[src/sv/qst_pkg.sv]
// Package for the query string tokenizer: payload types, state codes, byte constants.
`default_nettype none
package qst_pkg;

  // Default entry buffer depth
  localparam int unsigned ENTRY_MAX_DEF = 64;

  // Characters with special meaning
  localparam logic [7:0] CHAR_EQ  = 8'h3D;  // '='
  localparam logic [7:0] CHAR_AMP = 8'h26;  // '&'
  localparam logic [7:0] CHAR_PCT = 8'h25;  // '%'

  // Input item
  typedef struct packed {
    logic [7:0] in_byte;
    logic       in_last;
  } qst_in_t;

  // Result item
  typedef struct packed {
    logic [7:0] out_byte;
    logic       part;
    logic       part_empty;
    logic       part_last;
    logic       entry_last;
    logic       truncated;
  } qst_out_t;

  // Controller states
  typedef enum logic [1:0] {
    ST_FILL,
    ST_START,
    ST_RD,
    ST_PROC
  } qst_state_e;

  // Percent-escape decode phase
  typedef enum logic [1:0] {
    DEC_NORM,
    DEC_PCT1,
    DEC_PCT2
  } qst_dec_e;

  // Hex digit decode: bit 4 is the valid flag, bits 3:0 the digit value
  function automatic logic [4:0] hex_digit(input logic [7:0] c);
    logic [4:0] r;
    r = 5'd0;
    if (c >= 8'h30 && c <= 8'h39) begin
      r = {1'b1, 4'(c - 8'h30)};
    end else if (c >= 8'h61 && c <= 8'h66) begin
      r = {1'b1, 4'(c - 8'h57)};
    end else if (c >= 8'h41 && c <= 8'h46) begin
      r = {1'b1, 4'(c - 8'h37)};
    end
    return r;
  endfunction

endpackage
`default_nettype wire

[src/sv/query_string_tokenizer_top.sv]
// Query string tokenizer: splits '&'-separated entries into percent-decoded key/value parts.
//
// Input channel (in_valid_i/in_ready_o/in_data_i) takes one query string byte per
// transaction, with in_last on the final byte. Output channel (out_valid_o/
// out_ready_i/out_data_o) gives one decoded byte or empty-part marker per transaction.
// Bytes of an entry are written to the entry buffer, one per cycle. At '&' or at the
// final byte the entry is drained: the controller reads the buffer one address at a
// time, issuing each read in ST_RD and decoding the byte in ST_PROC, and starts each
// part in ST_START; a percent escape consumes 3 stored bytes for one result. In_ready_o
// is low for the whole drain. An empty key gives its marker from ST_START without a
// buffer read.
// Fill and drain never overlap, so the buffer needs no forwarding.
// A full output register with out_ready_i low holds the drain in place; the last
// result of an entry may still wait there while the next entry fills.
// Reset clears the counters, flags and output valid; the buffer holds no reset value
// and only addresses written for the current entry are read.
`default_nettype none
module query_string_tokenizer_top #(
  parameter int unsigned ENTRY_MAX = qst_pkg::ENTRY_MAX_DEF
) (
  input  wire logic             clk_i,
  input  wire logic             rst_ni,
  input  wire logic             in_valid_i,
  output logic                  in_ready_o,
  input  wire qst_pkg::qst_in_t in_data_i,
  output logic                  out_valid_o,
  input  wire logic             out_ready_i,
  output qst_pkg::qst_out_t     out_data_o
);
  import qst_pkg::*;

  localparam int unsigned AW = $clog2(ENTRY_MAX);

  logic          we, re;
  logic [AW-1:0] waddr, raddr;
  logic [7:0]    wdata, rdata;

  // Entry buffer
  qst_buf #(.ENTRY_MAX(ENTRY_MAX)) u_buf (
    .clk_i   (clk_i),
    .we_i    (we),
    .waddr_i (waddr),
    .wdata_i (wdata),
    .re_i    (re),
    .raddr_i (raddr),
    .rdata_o (rdata)
  );

  // Fill and drain control
  qst_ctrl #(.ENTRY_MAX(ENTRY_MAX)) u_ctrl (
    .clk_i       (clk_i),
    .rst_ni      (rst_ni),
    .in_valid_i  (in_valid_i),
    .in_ready_o  (in_ready_o),
    .in_data_i   (in_data_i),
    .out_valid_o (out_valid_o),
    .out_ready_i (out_ready_i),
    .out_data_o  (out_data_o),
    .we_o        (we),
    .waddr_o     (waddr),
    .wdata_o     (wdata),
    .re_o        (re),
    .raddr_o     (raddr),
    .rdata_i     (rdata)
  );

endmodule
`default_nettype wire

[src/sv/qst_buf.sv]
// Entry buffer: single-port-write, registered-read synchronous memory.
`default_nettype none
module qst_buf #(
  parameter int unsigned ENTRY_MAX = qst_pkg::ENTRY_MAX_DEF,
  localparam int unsigned AW = $clog2(ENTRY_MAX)
) (
  input  wire logic          clk_i,
  input  wire logic          we_i,
  input  wire logic [AW-1:0] waddr_i,
  input  wire logic [7:0]    wdata_i,
  input  wire logic          re_i,
  input  wire logic [AW-1:0] raddr_i,
  output logic      [7:0]    rdata_o
);
  import qst_pkg::*;

  logic [7:0] mem [ENTRY_MAX];
  logic [7:0] rdata_q;

  // Write port
  always_ff @(posedge clk_i) begin
    if (we_i) begin
      mem[waddr_i] <= wdata_i;
    end
  end

  // Read port, registered
  always_ff @(posedge clk_i) begin
    if (re_i) begin
      rdata_q <= mem[raddr_i];
    end
  end

  assign rdata_o = rdata_q;

endmodule
`default_nettype wire

[src/sv/qst_ctrl.sv]
// Tokenizer control: entry fill, split tracking, percent decode drain, output register.
`default_nettype none
module qst_ctrl #(
  parameter int unsigned ENTRY_MAX = qst_pkg::ENTRY_MAX_DEF,
  localparam int unsigned AW = $clog2(ENTRY_MAX),
  localparam int unsigned CW = $clog2(ENTRY_MAX + 1)
) (
  input  wire logic             clk_i,
  input  wire logic             rst_ni,
  input  wire logic             in_valid_i,
  output logic                  in_ready_o,
  input  wire qst_pkg::qst_in_t in_data_i,
  output logic                  out_valid_o,
  input  wire logic             out_ready_i,
  output qst_pkg::qst_out_t     out_data_o,
  output logic                  we_o,
  output logic [AW-1:0]         waddr_o,
  output logic [7:0]            wdata_o,
  output logic                  re_o,
  output logic [AW-1:0]         raddr_o,
  input  wire logic [7:0]       rdata_i
);
  import qst_pkg::*;

  localparam logic [CW-1:0] MAX_CNT = CW'(ENTRY_MAX);

  qst_state_e state_q, state_d;
  qst_dec_e   ph_q, ph_d;
  logic [CW-1:0] cnt_q, cnt_d, split_q, split_d, a_q, a_d, hi_q, hi_d;
  logic          seen_q, seen_d, ovf_q, ovf_d, part_q, part_d, ok_q, ok_d;
  logic [7:0]    v_q, v_d;
  qst_out_t      out_q, out_d;
  logic          ov_q, ov_d;

  // Shared decode signals
  logic          in_fire, is_amp, room, flush;
  logic          out_free, last_pos, final_part, is_empty, part_more;
  logic [CW-1:0] a_inc, cnt_nx, split_nx;
  logic          seen_nx;
  logic [4:0]    hx;
  logic          emit;
  logic [7:0]    emit_byte;

  always_comb begin
    in_fire    = in_valid_i && in_ready_o;
    is_amp     = in_data_i.in_byte == CHAR_AMP;
    room       = cnt_q < MAX_CNT;
    cnt_nx     = cnt_q;
    split_nx   = split_q;
    seen_nx    = seen_q;
    if (!is_amp && room) begin
      cnt_nx = cnt_q + 1'b1;
      if (in_data_i.in_byte == CHAR_EQ && cnt_q != '0) begin
        split_nx = cnt_q;
        seen_nx  = 1'b1;
      end
    end
    flush      = in_fire && (is_amp || in_data_i.in_last);
    out_free   = !ov_q || out_ready_i;
    a_inc      = a_q + 1'b1;
    last_pos   = a_inc >= hi_q;
    final_part = part_q || !seen_q;
    part_more  = !part_q && seen_q;
    is_empty   = a_q == hi_q;
    hx         = hex_digit(rdata_i);
    // Does the byte in hand produce a result this cycle
    emit      = 1'b0;
    emit_byte = rdata_i;
    unique case (ph_q)
      DEC_NORM: begin
        if (rdata_i == CHAR_PCT) begin
          emit      = last_pos;
          emit_byte = 8'h00;
        end else begin
          emit = 1'b1;
        end
      end
      DEC_PCT1: begin
        emit      = last_pos;
        emit_byte = hx[4] ? {4'h0, hx[3:0]} : 8'h00;
      end
      DEC_PCT2: begin
        emit      = 1'b1;
        emit_byte = (ok_q && hx[4]) ? {v_q[3:0], hx[3:0]} : v_q;
      end
      default: begin
        emit = 1'b0;
      end
    endcase
  end

  // Next state
  always_comb begin
    state_d = state_q;
    unique case (state_q)
      ST_FILL: begin
        if (flush) state_d = ST_START;
      end
      ST_START: begin
        if (!is_empty) begin
          state_d = ST_RD;
        end else if (out_free) begin
          state_d = part_more ? ST_START : ST_FILL;
        end
      end
      ST_RD: begin
        state_d = ST_PROC;
      end
      ST_PROC: begin
        if (!emit || !last_pos) begin
          if (!emit || out_free) state_d = ST_RD;
        end else if (out_free) begin
          state_d = part_more ? ST_START : ST_FILL;
        end
      end
      default: state_d = ST_FILL;
    endcase
  end

  // Datapath and outputs
  always_comb begin
    cnt_d   = cnt_q;
    split_d = split_q;
    seen_d  = seen_q;
    ovf_d   = ovf_q;
    part_d  = part_q;
    a_d     = a_q;
    hi_d    = hi_q;
    ph_d    = ph_q;
    v_d     = v_q;
    ok_d    = ok_q;
    out_d   = out_q;
    ov_d    = ov_q && !out_ready_i;
    we_o    = 1'b0;
    waddr_o = cnt_q[AW-1:0];
    wdata_o = in_data_i.in_byte;
    re_o    = 1'b0;
    raddr_o = a_q[AW-1:0];
    in_ready_o = state_q == ST_FILL;
    unique case (state_q)
      ST_FILL: begin
        if (in_fire) begin
          if (!is_amp) begin
            if (room) we_o = 1'b1;
            else      ovf_d = 1'b1;
          end
          cnt_d   = cnt_nx;
          split_d = split_nx;
          seen_d  = seen_nx;
          // Start drain with the key part
          part_d = 1'b0;
          a_d    = '0;
          hi_d   = seen_nx ? split_nx : cnt_nx;
          ph_d   = DEC_NORM;
        end
      end
      ST_START: begin
        if (is_empty && out_free) begin
          out_d.out_byte   = 8'h00;
          out_d.part       = part_q;
          out_d.part_empty = 1'b1;
          out_d.part_last  = 1'b1;
          out_d.entry_last = final_part;
          out_d.truncated  = ovf_q;
          ov_d             = 1'b1;
        end
      end
      ST_RD: begin
        re_o = 1'b1;
      end
      ST_PROC: begin
        if (!emit) begin
          a_d = a_inc;
          if (ph_q == DEC_NORM) begin
            ph_d = DEC_PCT1;
          end else begin
            ph_d = DEC_PCT2;
            v_d  = hx[4] ? {4'h0, hx[3:0]} : 8'h00;
            ok_d = hx[4];
          end
        end else if (out_free) begin
          out_d.out_byte   = emit_byte;
          out_d.part       = part_q;
          out_d.part_empty = 1'b0;
          out_d.part_last  = last_pos;
          out_d.entry_last = last_pos && final_part;
          out_d.truncated  = ovf_q;
          ov_d             = 1'b1;
          ph_d             = DEC_NORM;
          a_d              = a_inc;
        end
      end
      default: begin
        in_ready_o = 1'b0;
      end
    endcase
    // End of a part: move to the value or clear the entry
    if ((state_q == ST_START && is_empty && out_free) ||
        (state_q == ST_PROC && emit && last_pos && out_free)) begin
      if (part_more) begin
        part_d = 1'b1;
        a_d    = split_q + 1'b1;
        hi_d   = cnt_q;
        ph_d   = DEC_NORM;
      end else begin
        cnt_d   = '0;
        split_d = '0;
        seen_d  = 1'b0;
        ovf_d   = 1'b0;
      end
    end
  end

  assign out_valid_o = ov_q;
  assign out_data_o  = out_q;

  // Control registers
  always_ff @(posedge clk_i or negedge rst_ni) begin
    if (!rst_ni) begin
      state_q <= ST_FILL;
      ph_q    <= DEC_NORM;
      cnt_q   <= '0;
      split_q <= '0;
      seen_q  <= 1'b0;
      ovf_q   <= 1'b0;
      ov_q    <= 1'b0;
    end else begin
      state_q <= state_d;
      ph_q    <= ph_d;
      cnt_q   <= cnt_d;
      split_q <= split_d;
      seen_q  <= seen_d;
      ovf_q   <= ovf_d;
      ov_q    <= ov_d;
    end
  end

  // Payload registers
  always_ff @(posedge clk_i) begin
    part_q <= part_d;
    a_q    <= a_d;
    hi_q   <= hi_d;
    v_q    <= v_d;
    ok_q   <= ok_d;
    out_q  <= out_d;
  end

endmodule
`default_nettype wire

[config.mk]
export PLATFORM = sky130hd
export DESIGN_NAME = query_string_tokenizer_top
export DESIGN_NICKNAME = d
export VERILOG_FILES = /design/src/sv/qst_pkg.sv /design/src/sv/query_string_tokenizer_top.sv /design/src/sv/qst_buf.sv /design/src/sv/qst_ctrl.sv
export SDC_FILE = /design/constraint.sdc
export NUM_CORES = 1
export LEC_CHECK = 0
export BUFFER_PORTS_ARGS = -buffer_cell sky130_fd_sc_hd__buf_2
export CAP_MARGIN = 5
export CELL_PAD_IN_SITES_DETAIL_PLACEMENT = 1
export CELL_PAD_IN_SITES_GLOBAL_PLACEMENT = 1
export CORE_UTILIZATION = 59
export DETAILED_ROUTE_END_ITERATION = 10
export PLACE_DENSITY_LB_ADDON = 0.1
export SLEW_MARGIN = 0
export SYNTH_ARGS = -nofsm -noshare
export SYNTH_HDL_FRONTEND = slang
export SYNTH_HIERARCHICAL = 1
export SYNTH_SLANG_ARGS = --single-unit
[constraint.sdc]
create_clock -name clk_i -period 9.7 [get_ports clk_i]
set_clock_uncertainty 0.15 [all_clocks]
set_input_delay 0.485 -clock clk_i [delete_from_list [all_inputs] [get_ports clk_i]]
set_output_delay 0.485 -clock clk_i [all_outputs]
set_load 0.02 [all_outputs]
# Word-level counts from Yosys, hierarchy flattened
# Memories as Yosys holds them, arrays and structs flattened. A register that Yosys moved wholly into a read port is not among the register bits.
# Index checks and enable logic that the tools add are counted.
# totals
register_bits	58
ramBits	512
output_inout_bits	15
wordCells	162
n_memories	1
# memory_table
name	words	width	rd	rd_clocked_by_memory_dff	write_ports	line_no	source
u_buf.mem	64	8	1	1	1	qst_buf.sv:17	logic [7:0] mem [ENTRY_MAX];
# classes
n_addsub	6
n_lt_le_gt_ge	8
n_eq_ne	14
n_mux	76
bitwise	2
n_reduce_logical	37
# ops
cell	count
7-bit 2-to-1 mux	21
13-bit 2-to-1 mux	3
1-bit 2-to-1 mux	28
13-bit one-hot mux with 2 select lines	1
8-bit by 6-bit equality test with 1-bit output (second input constant)	3
8-bit one-hot mux with 3 select lines	1
2-bit 2-to-1 mux	11
7-bit by 1-bit adder with 7-bit output (second input constant)	3
1-bit logical AND	17
8-bit by 7-bit greater-or-equal comparator with 1-bit output (second input constant)	2
8-bit by 7-bit <= comparator with 1-bit output (second input constant)	2
8-bit 2-to-1 mux	2
5-bit 2-to-1 mux	3
7-bit one-hot mux with 2 select lines	1
8-bit by 6-bit greater-or-equal comparator with 1-bit output (second input constant)	1
8-bit by 6-bit <= comparator with 1-bit output (second input constant)	1
2-bit one-hot mux with 4 select lines	1
4-bit by 3-bit subtractor with 4-bit output (second input constant)	2
7-bit equality test	1
7-bit greater-or-equal comparator	1
1-bit zero test	7
7-bit less-than comparator (second input constant)	1
7-bit nonzero test	1
2-bit equality test (second input constant)	3
16 further kinds	26

# Longest topological paths before layout
# Gate-level depths: netlist (run 1).
# depth
word_depth	11
mapped_depth	14
ltp_nobuf	12

# Modules after synthesis
# The synthesis (run 1) kept the hierarchy.
# by_module_without_submodules
module	n_inst	cells_per_inst	area_per_inst_um2	seq_area_each_um2
qst_buf	1	940	20246.9	15615.0
qst_ctrl	1	429	3771.1	1366.3

# Worst setup path before layout (run 1)
# OpenSTA, ideal clock, no wires.
# synth_timing
path_kind	flip-flop to flip-flop
from	reg u_ctrl.a_q[1]
to	reg u_ctrl.a_q[3]
setup_time_ns	0.122
t_arrival_ns	2.920
required_time_ns	9.428
slack_ns	6.508
stages_incl_launch_ff	14
path_buffers	1
synth_period_minus_slack_ns	3.192
cell_sequence	dfxtp_1 ha_1 and3_1 and3_1 xor2_1 ha_1 and3_4 a221o_1 a31oi_4 o31ai_2 buf_6 mux2_4 a211oi_2 a21oi_1
# synth_between
elab_chain_len	9
word_cells_on_any_way	16
cone_classes	add/sub (1); order compare (1); eq/ne (1); mux (7); reduce/logical (6)
# synth_rtl
item	line_no	source
start, declared	qst_ctrl.sv:29	logic [CW-1:0] cnt_q, cnt_d, split_q, split_d, a_q, a_d, hi_q, hi_d;
start signal, assigned	qst_ctrl.sv:241	a_q <= a_d;
branches (longest 8 deep; another with 7-bit by 1-bit adder with 7-bit output)	n/a	
7-bit 2-to-1 mux (*)	qst_ctrl.sv:198	if ((state_q == ST_START && is_empty && out_free) ||
named net u_ctrl.a_d[3]	qst_ctrl.sv:29	
# Mark *: on every way through the listed nets, which the timed path passes.
# A chain may end at the register's enable or synchronous reset.

# Worst setup path after layout (run 1)
# layout_timing
from	reg u_ctrl.a_q[1]
to	reg u_ctrl.a_q[1]
# The elaborated chain is that of the path after synthesis.

==> flow_summary.json, run 1 <==
{
  "status": "finished clean",
  "syn_nets": 1400,
  "post-place-cells": 1841,
  "yosysWarnings": 6,
  "core_region_area_um2": 39900,
  "cts.path.max_buffers": 3,
  "critPathArrivalTime_ns": 5.39,
  "start_util": 0.602,
  "power_frac_seq": 0.435,
  "required_ns": 10.04,
  "hold_end": "u_ctrl/out_valid_o",
  "drtIter0Drc": 1156,
  "power.internal_mw": 4.89,
  "switching_power_mw": 2.18,
  "die_area_um2": 41500,
  "setup_viol": 0,
  "hold_depth": 3,
  "hold_viol_final": 0,
  "rsz0062_at_grt": "false",
  "io_buffers": 27,
  "r2r_slack_ns": 4.65,
  "hp-start": "out_ready_i",
  "diodes": 0,
  "syn_inst": 1369,
  "n_fill_cell": 3302,
  "min_period_over_period": 0.521,
  "wl_per_cell_um": 30.1,
  "area.growth.synth_to_final_pct": 9.35,
  "yosys_most_used_dff": "edfxtp_1",
  "syn-cell-area_um2": 24000,
  "slew_headroom": 0.271,
  "most-common-layout-cells": "edfxtp_1 (538), nor2_1 (127), mux4_2 (126)",
  "switching_share": 0.308,
  "grt_max_degree": 90,
  "layout_commonest_cell": "edfxtp_1",
  "vias_per_cell": 6.64,
  "cts_buffers": 57,
  "crit_type": "flop to flop",
  "pwr-share-clk": 0.315,
  "hold_path_class": "input pin to flop",
  "firstDrtPassIters": 5,
  "die_h_um": 204,
  "htreeDepth": 2,
  "routed_wirelength_um": 58600,
  "path_max_fanout": 63,
  "track_usage": 0.293,
  "cts_setup_buffers": 0,
  "leakage_nw": 8.30,
  "reg2reg_from": "u_ctrl/a_q[1]",
  "dp_hpwl_um": 35000,
  "syn_area_per_cell_um2": 17.5,
  "synth_edf_count": 538,
  "fin_crit_ns": 5.05,
  "cts_tree": "built",
  "start_kind": "flop",
  "clk_latency_ns": 0.62,
  "fin_cells": 1949,
  "cts_sinks": 574,
  "async_flop_share": 0.0366,
  "end_kind": "flop",
  "grt_overflow": 0,
  "tns_ns": 0,
  "drv_cap": 0,
  "synth_cell_types": 74,
  "synth-seq-cells": 574,
  "combPwrFrac": 0.249,
  "r2r_end": "u_ctrl/a_q[1]",
  "r2r_cells": 13,
  "slew_violations": 0,
  "antenna_found_initial": 1,
  "ir_worst_vdd_mv": 0.243,
  "clk_transition_reported_paths_ns": 0.06,
  "grt_pass1_wl_um": 87600,
  "die_x_um": 204,
  "drive_above_1_share": 0.206,
  "fmax_ghz": 0.198,
  "ant_nets": 0,
  "clockRootBuffer": "clkbuf_16",
  "grt_pass1_vias": 13400,
  "tightestPinTransition_ns": 1.07,
  "nNetsFinal": 1408,
  "vias": 12900,
  "globalplace.congestion": 0.816,
  "ioPinCount": 28,
  "num_rows": 73,
  "drc": 0,
  "powerDensity_nw_per_um2": 269,
  "yosysSeqAreaShare": 0.707
}
sequential cells by signal, summed over array words and instances (netlist names):
register            flops
u_ctrl/out_valid_o      1
u_ctrl/seen_q           1
u_ctrl/cnt_q            7
u_ctrl/split_q          7
u_buf/mem             512
u_ctrl/ovf_q            1
u_ctrl/part_q           1
u_ctrl/state_q          2
u_ctrl/ph_q             2
u_ctrl/hi_q             7
u_ctrl/out_data_o      13
u_buf/rdata_o           8
u_ctrl/ok_q             1
u_ctrl/v_q              4
u_ctrl/a_q              7
repair_timing:
action / 4_1_cts / 5_1_grt
hold buffers: 1 / 0
gates resized for setup: 0 / 0
setup endpoints to repair: 0 / 0
endpoints found under the hold margin: 21 / 0
routing by layer:
| layer | track usage | vias up | part of all wire | wire length [um] |
|---|---|---|---|---|
| met1 | 0.407 | 6804 | 0.41 | 23800 |
| li1 | - | 5464 | - | - |
| met3 | 0.0481 | 128 | 0.069 | 4050 |
| met4 | 0.123 | 0 | 0.039 | 2310 |
| met5 | 0 | - | 0 | 0 |
| met2 | 0.466 | 549 | 0.49 | 28400 |
cells in the mapped netlist, drive strengths merged (3+ instances only):
library cell / count / share of area
and2: 3 / 0.00078
a21o: 3 / 0.00094
nor2: 127 / 0.020
a31oi: 11 / 0.0035
nor4b: 4 / 0.0017
mux2i: 27 / 0.011
nor4: 6 / 0.0018
o221ai: 9 / 0.0033
o21a: 4 / 0.0013
xnor2: 12 / 0.0044
a221oi: 10 / 0.0044
o221a: 3 / 0.0014
mux2: 16 / 0.0078
inv: 22 / 0.0034
o31ai: 5 / 0.0020
nand2: 68 / 0.011
o21ai: 27 / 0.0056
nand3b: 4 / 0.0013
o2111ai: 4 / 0.0015
ha: 18 / 0.0094
dfxtp: 15 / 0.013
nand4: 4 / 0.0010
buf: 63 / 0.019
o2bb2ai: 6 / 0.0022
a22oi: 12 / 0.0038
nand3: 30 / 0.0063
nor2b: 17 / 0.0044
dfrtp: 21 / 0.022
edfxtp: 538 / 0.67
clkbuf: 30 / 0.0047
mux4: 126 / 0.12
o22ai: 10 / 0.0026
a2111oi: 3 / 0.0014
a211oi: 8 / 0.0027
and3: 8 / 0.0025
nor3: 11 / 0.0023
xor2: 15 / 0.0055
nand2b: 12 / 0.0031
a21oi: 27 / 0.0056
worst max path at each step:
stage                     cells past startpoint     startpoint               to  slack [ns]
after CTS                                    13  u_ctrl/a_q[1]    u_ctrl/a_q[1]        4.58
after floorplan                              13  u_ctrl/a_q[1]    u_ctrl/a_q[3]        6.51
final                                        13  u_ctrl/a_q[1]    u_ctrl/a_q[1]        4.65
after global placement                       13  u_ctrl/a_q[1]    u_ctrl/a_q[1]        4.63
after detailed placement                     13  u_ctrl/a_q[1]    u_ctrl/a_q[1]        4.57
after global routing                         13  u_ctrl/a_q[1]  u_ctrl/cnt_q[5]        4.25
stage by stage:
| stage | area [um^2] | hold WS [ns] | setup slack [ns] | utilization | power, mW |
|---|---|---|---|---|---|
| floorplan | 24000 | 0.0394 | 6.51 | - | 4.37 |
| global placement | 24400 | 0.288 | 4.63 | 0.610 | 4.81 |
| detailed placement | 24400 | 0.292 | 4.57 | 0.610 | 4.87 |
| CTS | 26300 | 0.195 | 4.58 | 0.658 | 7.10 |
| global route | 26300 | 0.243 | 4.25 | 0.658 | 7.31 |
| finish | 26300 | 0.236 | 4.65 | 0.658 | 7.07 |
logic make-up (layout without fill, tap and decap cells):
kind of cell	after synthesis	in the layout	synth area share
DFF	574	574	0.707
adders and majority gates	18	18	0.00938
buffers and inverters	115	170	0.0276
muxes	169	169	0.137
AOI/OAI and AO/OA	161	161	0.0492
and+or+nand+nor	305	305	0.0598
xor gates and xnor gates	27	27	0.00985
critical path, stage by stage (launching register included):
cell and delay (ns):
dfxtp_4 0.73, buf_4 0.83, ha_1 0.38, and3_1 0.19, and3_1 0.22, xor2_1 0.09, ha_1 0.30, and3_4 0.21
a221o_1 0.20, a31oi_4 0.07, o31ai_2 0.82, mux2_2 0.43, a221oi_2 0.22, nor2_1 0.07
layout make-up:
class	instances	area [um^2]	area share
clock buffers	66	1480	0.0564
clock inverters	40	407	0.0155
inverters	22	82.6	0.00314
multi-input cells	680	6380	0.243
flip-flops and latches	574	17000	0.647
well taps	525	657	0.0250
repair buffers	42	263	0.0100
power by group through the flow:
stage / clock network [mW] / logic [mW] / registers [mW]
detailed placement: 0 / 1.74 / 3.13
finish: 2.23 / 1.76 / 3.08
floorplan: 0 / 1.39 / 2.98
global placement: 0 / 1.69 / 3.12
CTS: 2.26 / 1.76 / 3.08
global route: 2.34 / 1.88 / 3.10
Note: power is estimated with default switching activity, not from simulation.
==> inputs of run 2 (changes only) <==
CORE_UTILIZATION = 55   (was 59)
clock period = 5.3 ns   (was 9.7 ns; I/O delays follow)
==> run 2 against run 1 <==
Against the previous run:
- total power rose by 81%
- die area rose by 7.2%
- first-iteration DRC count fell by 3.2%
- highest routed layer unchanged
==> flow_summary.json, run 2 (synthesized netlist as in run 1, its figures left out) <==
{
  "status": "finished clean",
  "diodes": 0,
  "hold_path_class": "input pin to asynchronous set/reset pin",
  "most-common-layout-cells": "edfxtp_1 (538), nor2_1 (127), mux4_2 (126)",
  "hold_viol_final": 0,
  "ant_nets": 0,
  "tns_ns": 0,
  "critPathArrivalTime_ns": 4.15,
  "worstPathCellList": "inv_1 -> ha_1 -> and2_1 -> nand2_1 -> inv_1 -> nor2b_1 -> nand3_1 -> nor2_1",
  "slew_violations": 0,
  "fmax_ghz": 0.245,
  "crit_path_frequent_cell": "inv_1",
  "tightestPinTransition_ns": 0.921,
  "required_ns": 5.37,
  "largest_register_ffs": 512,
  "slew_headroom": 0.384,
  "firstDrtPassIters": 5,
  "cts_tree": "built",
  "post-place-cells": 1909,
  "routed_wirelength_um": 57000,
  "clk_transition_reported_paths_ns": 0.06,
  "powerDensity_nw_per_um2": 485,
  "drive_above_1_share": 0.203,
  "num_rows": 76,
  "cts_buffers": 58,
  "post-route-util": 0.612,
  "clk_latency_ns": 0.61,
  "grt_max_degree": 109,
  "drc": 0,
  "cts.path.max_buffers": 3,
  "fin_crit_ns": 4.08,
  "globalplace.congestion": 0.822,
  "fin_hold_ws_ns": 0.0397,
  "path_max_fanout": 10,
  "area.growth.synth_to_final_pct": 9.69,
  "layout_commonest_cell": "edfxtp_1",
  "vias": 12600,
  "drtIter0Drc": 1119,
  "dp_hpwl_um": 34800,
  "drv_cap": 0,
  "postCtsResizedCells": 0,
  "wl_per_cell_um": 28.2,
  "slowest_stage": "nor2_1",
  "grt_pass1_wl_um": 84800,
  "ir_worst_vdd_mv": 0.341,
  "start_kind": "flop",
  "antenna_found_initial": 0,
  "vias_per_cell": 6.23,
  "die_x_um": 211,
  "die_h_um": 211,
  "cts_sinks": 574,
  "nNetsFinal": 1419,
  "cpPeakStageDelay_ns": 0.83,
  "track_usage": 0.265,
  "leakage_nw": 8.31,
  "setup_viol": 0,
  "rsz0062_at_grt": "false",
  "io_buffers": 27,
  "crit_type": "flop to flop",
  "ioPinCount": 28,
  "clockRootBuffer": "clkbuf_16",
  "die_area_um2": 44500,
  "grt_pass1_vias": 13000,
  "core_region_area_um2": 43100,
  "min_period_over_period": 0.770,
  "htreeDepth": 2,
  "top_register": "u_buf/mem",
  "fin_cells": 2021,
  "start_util": 0.558,
  "end_kind": "flop",
  "grt_overflow": 0
}
## run 2: changes by cell type in the layout (fill, tap and decap cells not counted), sizes merged
cell / previous run / this run
dlygate4sd3: 1 / 4
bufinv: 8 / 5
clkinv: 29 / 30
clkbuf: 67 / 70
inv: 22 / 24
clkinvlp: 3 / 1
buf: 40 / 48
## run 2: power by group
group | switching [mW] | leakage [nW] | internal, mW | total (mW)
Sequential | 0.324 | 5.25 | 5.22 | 5.54
Combinational | 1.96 | 2.17 | 1.36 | 3.31
Clock | 1.65 | 0.890 | 2.27 | 3.91
## run 2: routing by layer
layer  GRT usage  share of wire  vias up
met3      0.0468          0.064       90
met1       0.379           0.43     6619
met4      0.0802          0.027        0
li1            -              -     5497
met2       0.421           0.48      380
met5           0              0        -
## run 2: final cells by class
| type | count | area (um^2) |
|---|---|---|
| multi-input combinational | 680 | 6370 |
| inverter | 22 | 82.6 |
| fill | 3762 | 16700 |
| clock inverter | 38 | 300 |
| sequential | 574 | 17000 |
| tap | 585 | 732 |
| clock buffer | 70 | 1520 |
| timing repair buffer | 52 | 345 |
## run 2: through the flow
step | total power, mW | area (um^2) | worst slack (ns)
floorplan | 8.00 | 24000 | 2.11
global placement | 8.87 | 24500 | 1.30
detailed placement | 8.94 | 24500 | 1.22
CTS | 12.9 | 26300 | 1.21
global route | 13.3 | 26300 | 1.01
finish | 12.8 | 26300 | 1.22
## run 2: what timing repair did
action                                  CTS  global route
hold endpoints to repair                 23             0
buffers inserted                          0             0
hold buffers                              4             0
endpoints found under the setup margin    0             0
## run 2: critical path: cells and delay by family (launching register included)
family / cells / cell delay, ns
AND/OR/NAND/NOR: 5 / 2.30
buffers and inverters: 2 / 0.47
flip-flops: 1 / 0.43
adder cells (fa/ha/maj): 1 / 0.33
## run 2: worst paths after layout
check                                  start              endpoint  slack (ns)  depth (start not counted)
max reg2reg                u_ctrl/state_q[0]      u_buf/mem[30][3]        1.22                          8
min reg2reg                     u_ctrl/ovf_q  u_ctrl/out_data_o[0]        0.31                          0
min in group clk_i                in_valid_i         u_ctrl/part_q        0.05                          4
max                        u_ctrl/state_q[0]      u_buf/mem[30][3]        1.22                          8
min                                   rst_ni       u_ctrl/cnt_q[6]        0.04                          2
max in group asynchronous             rst_ni     u_ctrl/split_q[3]        4.60                          2
